**config.mk**
```make
export PLATFORM = sky130hd
export DESIGN_NAME = positional_circular_list_engine
export DESIGN_NICKNAME = d
export VERILOG_FILES = /design/src/sv/pcle_pkg.sv /design/src/sv/pcle_ctrl.sv /design/src/sv/pcle_dp.sv /design/src/sv/positional_circular_list_engine.sv
export SDC_FILE = /design/constraint.sdc
export NUM_CORES = 2
export LEC_CHECK = 0
export ABC_AREA = 0
export BUFFER_PORTS_ARGS = -buffer_cell sky130_fd_sc_hd__buf_2
export CORE_MARGIN = 1.5
export CORE_UTILIZATION = 41
export CTS_CLUSTER_SIZE = 12
export DETAILED_ROUTE_END_ITERATION = 12
export PLACE_DENSITY = 0.56
export SLEW_MARGIN = 10
export SYNTH_ARGS = -nofsm -noshare
export SYNTH_HDL_FRONTEND = slang
export SYNTH_HIERARCHICAL = 1
export SYNTH_SLANG_ARGS = --single-unit
export TNS_END_PERCENT = 1
```
**constraint.sdc**
```tcl
create_clock -name aclk -period 4.03 [get_ports aclk]
set_clock_uncertainty 0.15 [all_clocks]
set_input_delay 0.6045 -clock aclk [delete_from_list [all_inputs] [get_ports aclk]]
set_output_delay 0.6045 -clock aclk [all_outputs]
set_load 0.02 [all_outputs]
```
**src/sv/pcle_pkg.sv**
```systemverilog
// shared constants, codes and controller/datapath interface types for the list engine
`default_nettype none

package pcle_pkg;

    localparam int CAPACITY = 32;
    localparam int DATA_W   = 32;
    localparam int OP_W     = 3;
    localparam int POS_W    = 7;
    localparam int CNT_OUT_W = 7;
    localparam int ST_W     = 2;
    // store index and element count widths
    localparam int AW       = $clog2(CAPACITY);
    localparam int CW       = $clog2(CAPACITY + 1);
    // width for comparing a position against the count
    localparam int CMP_W    = ((POS_W > CW) ? POS_W : CW) + 1;

    typedef enum logic [OP_W-1:0] {
        OP_INS_FRONT = 3'd0,
        OP_INS_POS   = 3'd1,
        OP_DEL_POS   = 3'd2,
        OP_DEL_FRONT = 3'd3,
        OP_READ_ALL  = 3'd4
    } op_t;

    typedef enum logic [ST_W-1:0] {
        ST_OK     = 2'd0,
        ST_BADPOS = 2'd1,
        ST_EMPTY  = 2'd2,
        ST_FULL   = 2'd3
    } status_t;

    typedef struct packed {
        logic latch;
        logic decode;
        logic start_ins;
        logic start_del;
        logic start_rd;
        logic shift_up;
        logic shift_dn;
        logic rd_issue;
        logic load_elem;
        logic load_single;
    } cmd_t;

    typedef struct packed {
        logic is_ins;
        logic is_del;
        logic is_rd;
        logic fail;
        logic up_done;
        logic dn_done;
        logic rd_last;
        logic out_free;
    } stat_t;

endpackage

`default_nettype wire

```
**src/sv/pcle_ctrl.sv**
```systemverilog
// sequencing state machine for the list engine
`default_nettype none

module pcle_ctrl
    import pcle_pkg::*;
(
    input  wire logic  aclk,
    input  wire logic  aresetn,
    input  wire logic  s_valid,
    output logic       s_ready,
    input  stat_t      st,
    output cmd_t       cmd
);

    typedef enum logic [6:0] {
        S_IDLE     = 7'b0000001,
        S_DECODE   = 7'b0000010,
        S_SHIFT_UP = 7'b0000100,
        S_SHIFT_DN = 7'b0001000,
        S_RD_ISSUE = 7'b0010000,
        S_RD_EMIT  = 7'b0100000,
        S_EMIT     = 7'b1000000
    } state_t;

    state_t state_reg, state_next;

    always_ff @(posedge aclk) begin
        if (!aresetn) begin
            state_reg <= S_IDLE;
        end else begin
            state_reg <= state_next;
        end
    end

    always_comb begin
        cmd        = '0;
        s_ready    = 1'b0;
        state_next = state_reg;
        case (state_reg)
            S_IDLE: begin
                s_ready = 1'b1;
                if (s_valid) begin
                    cmd.latch  = 1'b1;
                    state_next = S_DECODE;
                end
            end
            S_DECODE: begin
                cmd.decode = 1'b1;
                if (st.fail) begin
                    state_next = S_EMIT;
                end else if (st.is_ins) begin
                    cmd.start_ins = 1'b1;
                    state_next    = S_SHIFT_UP;
                end else if (st.is_del) begin
                    cmd.start_del = 1'b1;
                    state_next    = S_SHIFT_DN;
                end else if (st.is_rd) begin
                    cmd.start_rd = 1'b1;
                    state_next   = S_RD_ISSUE;
                end else begin
                    state_next = S_EMIT;
                end
            end
            S_SHIFT_UP: begin
                cmd.shift_up = 1'b1;
                if (st.up_done) begin
                    state_next = S_EMIT;
                end
            end
            S_SHIFT_DN: begin
                cmd.shift_dn = 1'b1;
                if (st.dn_done) begin
                    state_next = S_EMIT;
                end
            end
            S_RD_ISSUE: begin
                cmd.rd_issue = 1'b1;
                state_next   = S_RD_EMIT;
            end
            S_RD_EMIT: begin
                if (st.out_free) begin
                    cmd.load_elem = 1'b1;
                    state_next    = st.rd_last ? S_IDLE : S_RD_ISSUE;
                end
            end
            S_EMIT: begin
                if (st.out_free) begin
                    cmd.load_single = 1'b1;
                    state_next      = S_IDLE;
                end
            end
            default: begin
                state_next = S_IDLE;
            end
        endcase
    end

endmodule

`default_nettype wire

```
**src/sv/pcle_dp.sv**
```systemverilog
// element store, count, shift pointers, checks and result register
`default_nettype none

module pcle_dp
    import pcle_pkg::*;
(
    input  wire logic                     aclk,
    input  wire logic                     aresetn,
    input  wire logic [OP_W-1:0]          s_opcode,
    input  wire logic signed [DATA_W-1:0] s_value,
    input  wire logic [POS_W-1:0]         s_position,
    input  cmd_t                          cmd,
    output stat_t                         st,
    output logic                          m_valid,
    input  wire logic                     m_ready,
    output logic [ST_W-1:0]               m_status,
    output logic signed [DATA_W-1:0]      m_data_out,
    output logic [CNT_OUT_W-1:0]          m_count,
    output logic                          m_last
);

    logic signed [DATA_W-1:0] mem [CAPACITY];

    op_t                      op_reg;
    logic signed [DATA_W-1:0] val_reg;
    logic [POS_W-1:0]         pos_reg;

    logic [CW-1:0]            count_reg, count_next;
    logic [CW-1:0]            ptr_reg, ptr_next;
    logic [CW-1:0]            idx_reg, idx_next;
    logic                     rd_vld_reg, rd_vld_next;
    logic [AW-1:0]            rd_addr_reg, rd_addr_next;
    status_t                  res_code_reg, res_code_next;
    logic signed [DATA_W-1:0] res_data_reg, res_data_next;
    logic signed [DATA_W-1:0] rdata_reg;

    logic                     m_valid_reg, m_valid_next;
    logic [ST_W-1:0]          m_status_reg;
    logic signed [DATA_W-1:0] m_data_reg;
    logic [CNT_OUT_W-1:0]     m_count_reg;
    logic                     m_last_reg;

    logic                     we, re;
    logic [AW-1:0]            waddr, raddr;
    logic signed [DATA_W-1:0] wdata;

    // position checks against the current count
    logic [CMP_W-1:0]         pos_x, cnt_x;
    logic                     full, empty;
    status_t                  code_c;
    logic [CW-1:0]            idx_c;
    logic                     is_ins, is_del, is_rd;

    always_comb begin
        pos_x  = CMP_W'(pos_reg);
        cnt_x  = CMP_W'(count_reg);
        full   = (count_reg == CW'(CAPACITY));
        empty  = (count_reg == '0);
        idx_c  = '0;
        is_ins = 1'b0;
        is_del = 1'b0;
        is_rd  = 1'b0;
        code_c = ST_OK;
        case (op_reg)
            OP_INS_FRONT: begin
                is_ins = 1'b1;
                code_c = full ? ST_FULL : ST_OK;
            end
            OP_INS_POS: begin
                is_ins = 1'b1;
                idx_c  = CW'(pos_reg - POS_W'(1));
                if (pos_x == '0 || pos_x > cnt_x + CMP_W'(1)) begin
                    code_c = ST_BADPOS;
                end else if (full) begin
                    code_c = ST_FULL;
                end
            end
            OP_DEL_POS: begin
                is_del = 1'b1;
                idx_c  = CW'(pos_reg - POS_W'(1));
                if (pos_x == '0 || pos_x > cnt_x) begin
                    code_c = ST_BADPOS;
                end
            end
            OP_DEL_FRONT: begin
                is_del = 1'b1;
                code_c = empty ? ST_EMPTY : ST_OK;
            end
            OP_READ_ALL: begin
                is_rd  = 1'b1;
                code_c = empty ? ST_EMPTY : ST_OK;
            end
            default: begin
                code_c = ST_BADPOS;
            end
        endcase
    end

    always_comb begin
        st.is_ins   = is_ins;
        st.is_del   = is_del;
        st.is_rd    = is_rd;
        st.fail     = (code_c != ST_OK);
        st.up_done  = (ptr_reg == idx_reg) && !rd_vld_reg;
        st.dn_done  = (ptr_reg == count_reg) && !rd_vld_reg;
        st.rd_last  = ((ptr_reg + CW'(1)) == count_reg);
        st.out_free = !m_valid_reg || m_ready;
    end

    always_comb begin
        we            = 1'b0;
        re            = 1'b0;
        waddr         = '0;
        raddr         = '0;
        wdata         = rdata_reg;
        count_next    = count_reg;
        ptr_next      = ptr_reg;
        idx_next      = idx_reg;
        rd_vld_next   = rd_vld_reg;
        rd_addr_next  = rd_addr_reg;
        res_code_next = res_code_reg;
        res_data_next = res_data_reg;

        if (cmd.decode) begin
            idx_next      = idx_c;
            res_code_next = code_c;
            res_data_next = '0;
            rd_vld_next   = 1'b0;
            if (cmd.start_ins) begin
                ptr_next = count_reg;
            end else if (cmd.start_del) begin
                ptr_next = idx_c;
            end else if (cmd.start_rd) begin
                ptr_next = '0;
            end
        end

        // shift up: read slot ptr-1, write it one slot higher next cycle
        if (cmd.shift_up) begin
            if (rd_vld_reg) begin
                we    = 1'b1;
                waddr = rd_addr_reg + AW'(1);
            end
            if (ptr_reg > idx_reg) begin
                re           = 1'b1;
                raddr        = AW'(ptr_reg - CW'(1));
                rd_addr_next = AW'(ptr_reg - CW'(1));
                rd_vld_next  = 1'b1;
                ptr_next     = ptr_reg - CW'(1);
            end else begin
                rd_vld_next = 1'b0;
                if (!rd_vld_reg) begin
                    we         = 1'b1;
                    waddr      = AW'(idx_reg);
                    wdata      = val_reg;
                    count_next = count_reg + CW'(1);
                end
            end
        end

        // shift down: first read is the removed element, the rest move one lower
        if (cmd.shift_dn) begin
            if (rd_vld_reg) begin
                if (rd_addr_reg == AW'(idx_reg)) begin
                    res_data_next = rdata_reg;
                end else begin
                    we    = 1'b1;
                    waddr = rd_addr_reg - AW'(1);
                end
            end
            if (ptr_reg < count_reg) begin
                re           = 1'b1;
                raddr        = AW'(ptr_reg);
                rd_addr_next = AW'(ptr_reg);
                rd_vld_next  = 1'b1;
                ptr_next     = ptr_reg + CW'(1);
            end else begin
                rd_vld_next = 1'b0;
                if (!rd_vld_reg) begin
                    count_next = count_reg - CW'(1);
                end
            end
        end

        if (cmd.rd_issue) begin
            re    = 1'b1;
            raddr = AW'(ptr_reg);
        end

        if (cmd.load_elem) begin
            ptr_next = ptr_reg + CW'(1);
        end
    end

    always_comb begin
        m_valid_next = m_valid_reg;
        if (cmd.load_elem || cmd.load_single) begin
            m_valid_next = 1'b1;
        end else if (m_ready) begin
            m_valid_next = 1'b0;
        end
    end

    always_ff @(posedge aclk) begin
        if (we) begin
            mem[waddr] <= wdata;
        end
        if (re) begin
            rdata_reg <= mem[raddr];
        end
    end

    always_ff @(posedge aclk) begin
        if (!aresetn) begin
            count_reg   <= '0;
            rd_vld_reg  <= 1'b0;
            m_valid_reg <= 1'b0;
        end else begin
            count_reg   <= count_next;
            rd_vld_reg  <= rd_vld_next;
            m_valid_reg <= m_valid_next;
        end
    end

    always_ff @(posedge aclk) begin
        if (cmd.latch) begin
            op_reg  <= op_t'(s_opcode);
            val_reg <= s_value;
            pos_reg <= s_position;
        end
        ptr_reg      <= ptr_next;
        idx_reg      <= idx_next;
        rd_addr_reg  <= rd_addr_next;
        res_code_reg <= res_code_next;
        res_data_reg <= res_data_next;
        if (cmd.load_elem) begin
            m_status_reg <= ST_OK;
            m_data_reg   <= rdata_reg;
            m_count_reg  <= CNT_OUT_W'(count_reg);
            m_last_reg   <= st.rd_last;
        end else if (cmd.load_single) begin
            m_status_reg <= res_code_reg;
            m_data_reg   <= res_data_reg;
            m_count_reg  <= CNT_OUT_W'(count_reg);
            m_last_reg   <= 1'b1;
        end
    end

    assign m_valid    = m_valid_reg;
    assign m_status   = m_status_reg;
    assign m_data_out = m_data_reg;
    assign m_count    = m_count_reg;
    assign m_last     = m_last_reg;

endmodule

`default_nettype wire

```
**src/sv/positional_circular_list_engine.sv**
```systemverilog
// list engine top: one transaction at a time; shifts move one element per cycle through the
// store's single read port and single write port; a read-out issues a store read for each
// element, then loads it into the result register once the output is free
// the next transaction is taken in the cycle after the last result is loaded, later under stalls
// reset clears the element count and result valid; the store is left as is, no clearing pass
`default_nettype none

module positional_circular_list_engine
    import pcle_pkg::*;
(
    input  wire logic                     aclk,
    input  wire logic                     aresetn,
    input  wire logic                     s_valid,
    output logic                          s_ready,
    input  wire logic [OP_W-1:0]          s_opcode,
    input  wire logic signed [DATA_W-1:0] s_value,
    input  wire logic [POS_W-1:0]         s_position,
    output logic                          m_valid,
    input  wire logic                     m_ready,
    output logic [ST_W-1:0]               m_status,
    output logic signed [DATA_W-1:0]      m_data_out,
    output logic [CNT_OUT_W-1:0]          m_count,
    output logic                          m_last
);

    cmd_t  cmd;
    stat_t st;

    pcle_ctrl u_ctrl (
        .aclk    (aclk),
        .aresetn (aresetn),
        .s_valid (s_valid),
        .s_ready (s_ready),
        .st      (st),
        .cmd     (cmd)
    );

    pcle_dp u_dp (
        .aclk       (aclk),
        .aresetn    (aresetn),
        .s_opcode   (s_opcode),
        .s_value    (s_value),
        .s_position (s_position),
        .cmd        (cmd),
        .st         (st),
        .m_valid    (m_valid),
        .m_ready    (m_ready),
        .m_status   (m_status),
        .m_data_out (m_data_out),
        .m_count    (m_count),
        .m_last     (m_last)
    );

endmodule

`default_nettype wire
```
==> flow_results.org <==
** Floorplanning
- Vert. Die Dim :: 347 um
- In this run the count of I/O pins placed on the die edge is 90.
- Number of rows created at floorplan :: 125
- The initial utilization of the core area, before any placement, comes to 41.5%.
- Die Span X :: 347 um
- Area of the core :: 0.117 mm^2
- Die area :: 0.120 mm^2

** Placement
- Placer Congestion :: 0.860
- Worst slack at placement :: -0.168 ns
- Cell Count Post-Placement :: 5048
- After legalization and detailed placement, the total HPWL measured 83400 um.
- During placement, the flow inserted port buffers numbering 88.

** Critical path
- The kind of cell with the highest combined delay along the critical path is compound AO/OA/AOI/OAI gates.
- STA puts the critical path data arrival time at 4.42 ns.
- Reg2reg start :: u_dp/count_reg[4]$_SDFF_PN0_
- Path depth of the worst reg2reg path :: 15
- Critical Path Start Type :: register
- Together, buffers and inverters on the worst path number 5.
- Sequence of cells on the critical path :: buf_6 -> inv_1 -> ha_1 -> a21o_1 -> a211o_1 -> o21ai_4 -> a22o_4 -> buf_4 -> buf_12 -> nand2_1 -> and3_1 -> a311oi_1 -> nor4_2 -> nor4_4 -> buf_4
- Worst Setup End Kind :: register
- Worst-path cell with the longest stage delay :: sky130_fd_sc_hd__dfxtp_1
- In this design, the stage delay of the slowest critical-path cell is 0.37 ns.
- Critical Path Stages :: 15
- Worst R2R End :: u_dp/rdata_reg[22]$_DFFE_PP_
- Path type of the worst setup path :: reg -> reg
- In this run the worst path has a maximum fanout of 31.
- Launch point of the worst path :: u_dp/count_reg[4]$_SDFF_PN0_
- Critical path required time :: 4.48 ns
- Minimum setup slack among reg-to-reg paths :: 0.06 ns
- Most Frequent Cell on Critical Path :: sky130_fd_sc_hd__buf_4
- Critical Path End :: u_dp/rdata_reg[22]$_DFFE_PP_

** Global route
- Global route total overflow :: 0
- Via count of the first global-routing pass :: 29300
- The first global-routing pass estimated 204000 um of wire.
- Entering global routing, the biggest net connects 65 pins.
- Antenna violations before repair :: 8
- Global routing consumed, over all layers together, 23.5% of the routing resources.

** Synthesis
- The synthesized design contains 1145 enable-type register cells.
- Gate Count Post-Synth :: 3433
- After synthesis the netlist holds a flip-flop and latch count of 1205.
- Distinct cells, synth :: 82
- Dividing the synthesized area by the synthesized cell count gives 14.1 um^2.
- After synthesis, the share of flip-flops with an asynchronous set or reset is 0%.
- After synthesis, flip-flops and latches occupy 73.5% of the total area.
- The synthesized netlist occupies a cell area of 0.0484 mm^2.
- Most used DFF post-synth :: sky130_fd_sc_hd__edfxtp_1
- Synthesis produced a netlist with a net count of 3512.
- Yosys warning count :: 6

** CTS
- The clock net in this run drives a total of 1205 sinks.
- Clock tree buffer depth :: 3
- Number of H-tree branching levels :: 4
- At the later pin of the worst-skew pair, clock insertion delay measures 0.74 ns.
- Worst-path clk slew :: 0.06 ns
- CTS root buf :: sky130_fd_sc_hd__clkbuf_16
- Clock tree from TritonCTS :: done
- Number of buffers inserted during clock tree synthesis :: 131

** STA
- Unrepaired setup endpoints after global routing :: yes
- Time the final worst path needs with I/O delays and setup :: 3.97 ns
- PnR worst setup slack :: 0.0578 ns
- Setup violations remaining at the end of the flow were counted as 0.
- Worst slew margin relative to its limit :: 39.6%
- The final critical path takes up 98.6% of the cycle.
- Derived from the worst setup path, the maximum achievable clock frequency is 252 MHz.
- The count of pins over their slew limit is 0.
- Worst Max-Slew Pin Slew :: 0.904 ns
- Final hold violations :: 0

** Drt
- Using the TritonRoute via totals, the vias-per-cell ratio works out to 5.79.
- Detailed-route DRC error count :: 0
- Total number of vias :: 30800
- Number of nets with antenna violations after routing :: 0
- The pre-antenna-repair detailed-routing pass consisted of 7 iterations.
- Routed wire per std cell :: 26.8 um
- After the first detailed-routing iteration, the DRC count stood at 3491.
- After detailed routing, the total wire length is 143000 um.

** Pwr
- The share of total power dissipated in the clock network is 42.9%.
- Combinational cells account for 3.4% of the total power.
- IR analysis of the VDD net gives a maximum drop of 0.000390 V.
- Switching power of the nets :: 5470 uW
- Sequential cells account for 53.8% of the total power.
- Summed over all cells, the static leakage comes to 0.0194 uW.
- The internal power of the cells totals 20200 uW.
- Power per unit of standard cell area :: 446 mW/mm^2
- The design draws 25700 uW.
- Sw Ratio :: 21.3%

** Cells and area
- The area growth from synthesis to layout is 19.0%.
- The register with the most flip-flops in the final layout is u_dp/mem.
- Ratio of cells with drive above 1 in the final layout :: 17.7%
- Number of flip-flops in the largest register :: 1024
- In the layout the commonest cells are 1145 x sky130_fd_sc_hd__edfxtp_1, 704 x sky130_fd_sc_hd__nand2_1, 190 x sky130_fd_sc_hd__a21oi_1.
- After the flow finishes, the layout carries non-filler instances totaling 5326.
- Leaving out fill and tap cells, the most frequent cell in the layout is sky130_fd_sc_hd__edfxtp_1.
- The final layout contains 3788 nets.

** Flow run
- The tool flagged a number of max-cap violations equal to 0.

** Hold path
- Type of the tightest min-delay check :: in -> reg

** Outcome
- Outcome :: completed
[cells by family (layout without fill, tap and decap cells)]
group / Yosys count / count (layout) / share of synthesized area [%]
xor gates and xnor gates: 36 / 36 / 0.651
AOI/OAI and AO/OA: 657 / 657 / 9.21
and+or+nand+nor: 1091 / 1091 / 10.1
DFF: 1205 / 1205 / 73.5
muxes: 162 / 162 / 3.52
buffers and inverters: 248 / 616 / 2.25
adders and majority gates: 33 / 33 / 0.852
other: 1 / 2 / 0.00774
[repair_timing]
action	4_1_cts	5_1_grt
hold buffers	42	0
setup buffers	0	11
endpoints found under the setup margin	7	272
hold endpoints to repair	42	0
pin swaps	2	29
resized for setup	4	45
[cells in the mapped netlist (23+ instances only)]
master                        n  area (um^2)
sky130_fd_sc_hd__o21ai_0     87          435
sky130_fd_sc_hd__mux2_2      65          732
sky130_fd_sc_hd__xnor2_1     23          201
sky130_fd_sc_hd__nor4_1      56          350
sky130_fd_sc_hd__ha_1        33          413
sky130_fd_sc_hd__nor3_1      55          275
sky130_fd_sc_hd__a21oi_1    196          981
sky130_fd_sc_hd__and3_1      67          419
sky130_fd_sc_hd__nand2b_1    40          250
sky130_fd_sc_hd__a22oi_1     44          330
sky130_fd_sc_hd__nor2_1      85          319
sky130_fd_sc_hd__dfxtp_1     60         1200
sky130_fd_sc_hd__edfxtp_1  1145        34400
sky130_fd_sc_hd__inv_1       24         90.1
sky130_fd_sc_hd__a311oi_1    62          543
sky130_fd_sc_hd__mux2i_1     97          971
sky130_fd_sc_hd__a32oi_1     97          850
sky130_fd_sc_hd__clkbuf_1   120          450
sky130_fd_sc_hd__nand2_1    707         2650
sky130_fd_sc_hd__buf_2       75          375
sky130_fd_sc_hd__o22ai_1     65          407
sky130_fd_sc_hd__a221oi_1    34          298
[stage by stage]
step	setup TNS, ns	hold WS (ns)	utilization (%)	instance area [um^2]
floorplan	-92.91	0.256	-	48400
global placement	-0.494	0.307	45.5	53100
detailed placement	-0.754	0.313	45.5	53100
CTS	0	0.0568	49.2	57400
global route	-8.29	0.0805	49.4	57600
finish	0	0.100	49.4	57600
[how the worst min path moves through the flow]
stage	from	slack [ns]	endpoint	cells after the start
5_1_grt	aresetn	0.08	u_ctrl/state_reg[2]$_SDFFE_PN0P_	2
4_1_cts	aresetn	0.06	u_ctrl/state_reg[5]$_SDFFE_PN0P_	2
3_5_place_dp	u_dp/res_data_reg[6]$_DFF_P_	0.31	u_dp/res_data_reg[6]$_DFF_P_	2
2_1_floorplan	u_dp/count_reg[3]$_SDFF_PN0_	0.26	u_dp/m_count[3]$_DFFE_PP_	0
6_report	aresetn	0.10	u_ctrl/state_reg[5]$_SDFFE_PN0P_	2
3_3_place_gp	u_dp/res_data_reg[0]$_DFF_P_	0.31	u_dp/res_data_reg[0]$_DFF_P_	2
[cell type report]
cell class,count,area (um^2)
Clock buffer,174,3520
Sequential cell,1205,35600
Multi-Input combinational cell,1980,12300
Tap cell,1524,1910
Clock inverter,51,335
Timing Repair Buffer,365,3870
Antenna cell,1,2.50
Fill cell,9948,59000
Inverter,26,100
[metal layers]
metal  vias up  global-route usage, %  share of wire [%]
li1      13700                      -                  -
met1     15500                   32.7                 42
met2      1364                   36.6                 46
met3       246                   4.68                8.5
met4         4                   8.44                3.2
met5         -                      0              0.014
[power by group through the flow]
| stage | Combinational [uW] | Clock [uW] | Sequential (uW) |
|---|---|---|---|
| after global placement | 795 | 0 | 14100 |
| after global routing | 952 | 11700 | 13800 |
| after floorplan | 489 | 0 | 14000 |
| final | 868 | 11000 | 13800 |
| after detailed placement | 801 | 0 | 14100 |
| after CTS | 841 | 11200 | 13800 |
Power figures use the tool's default switching activity.
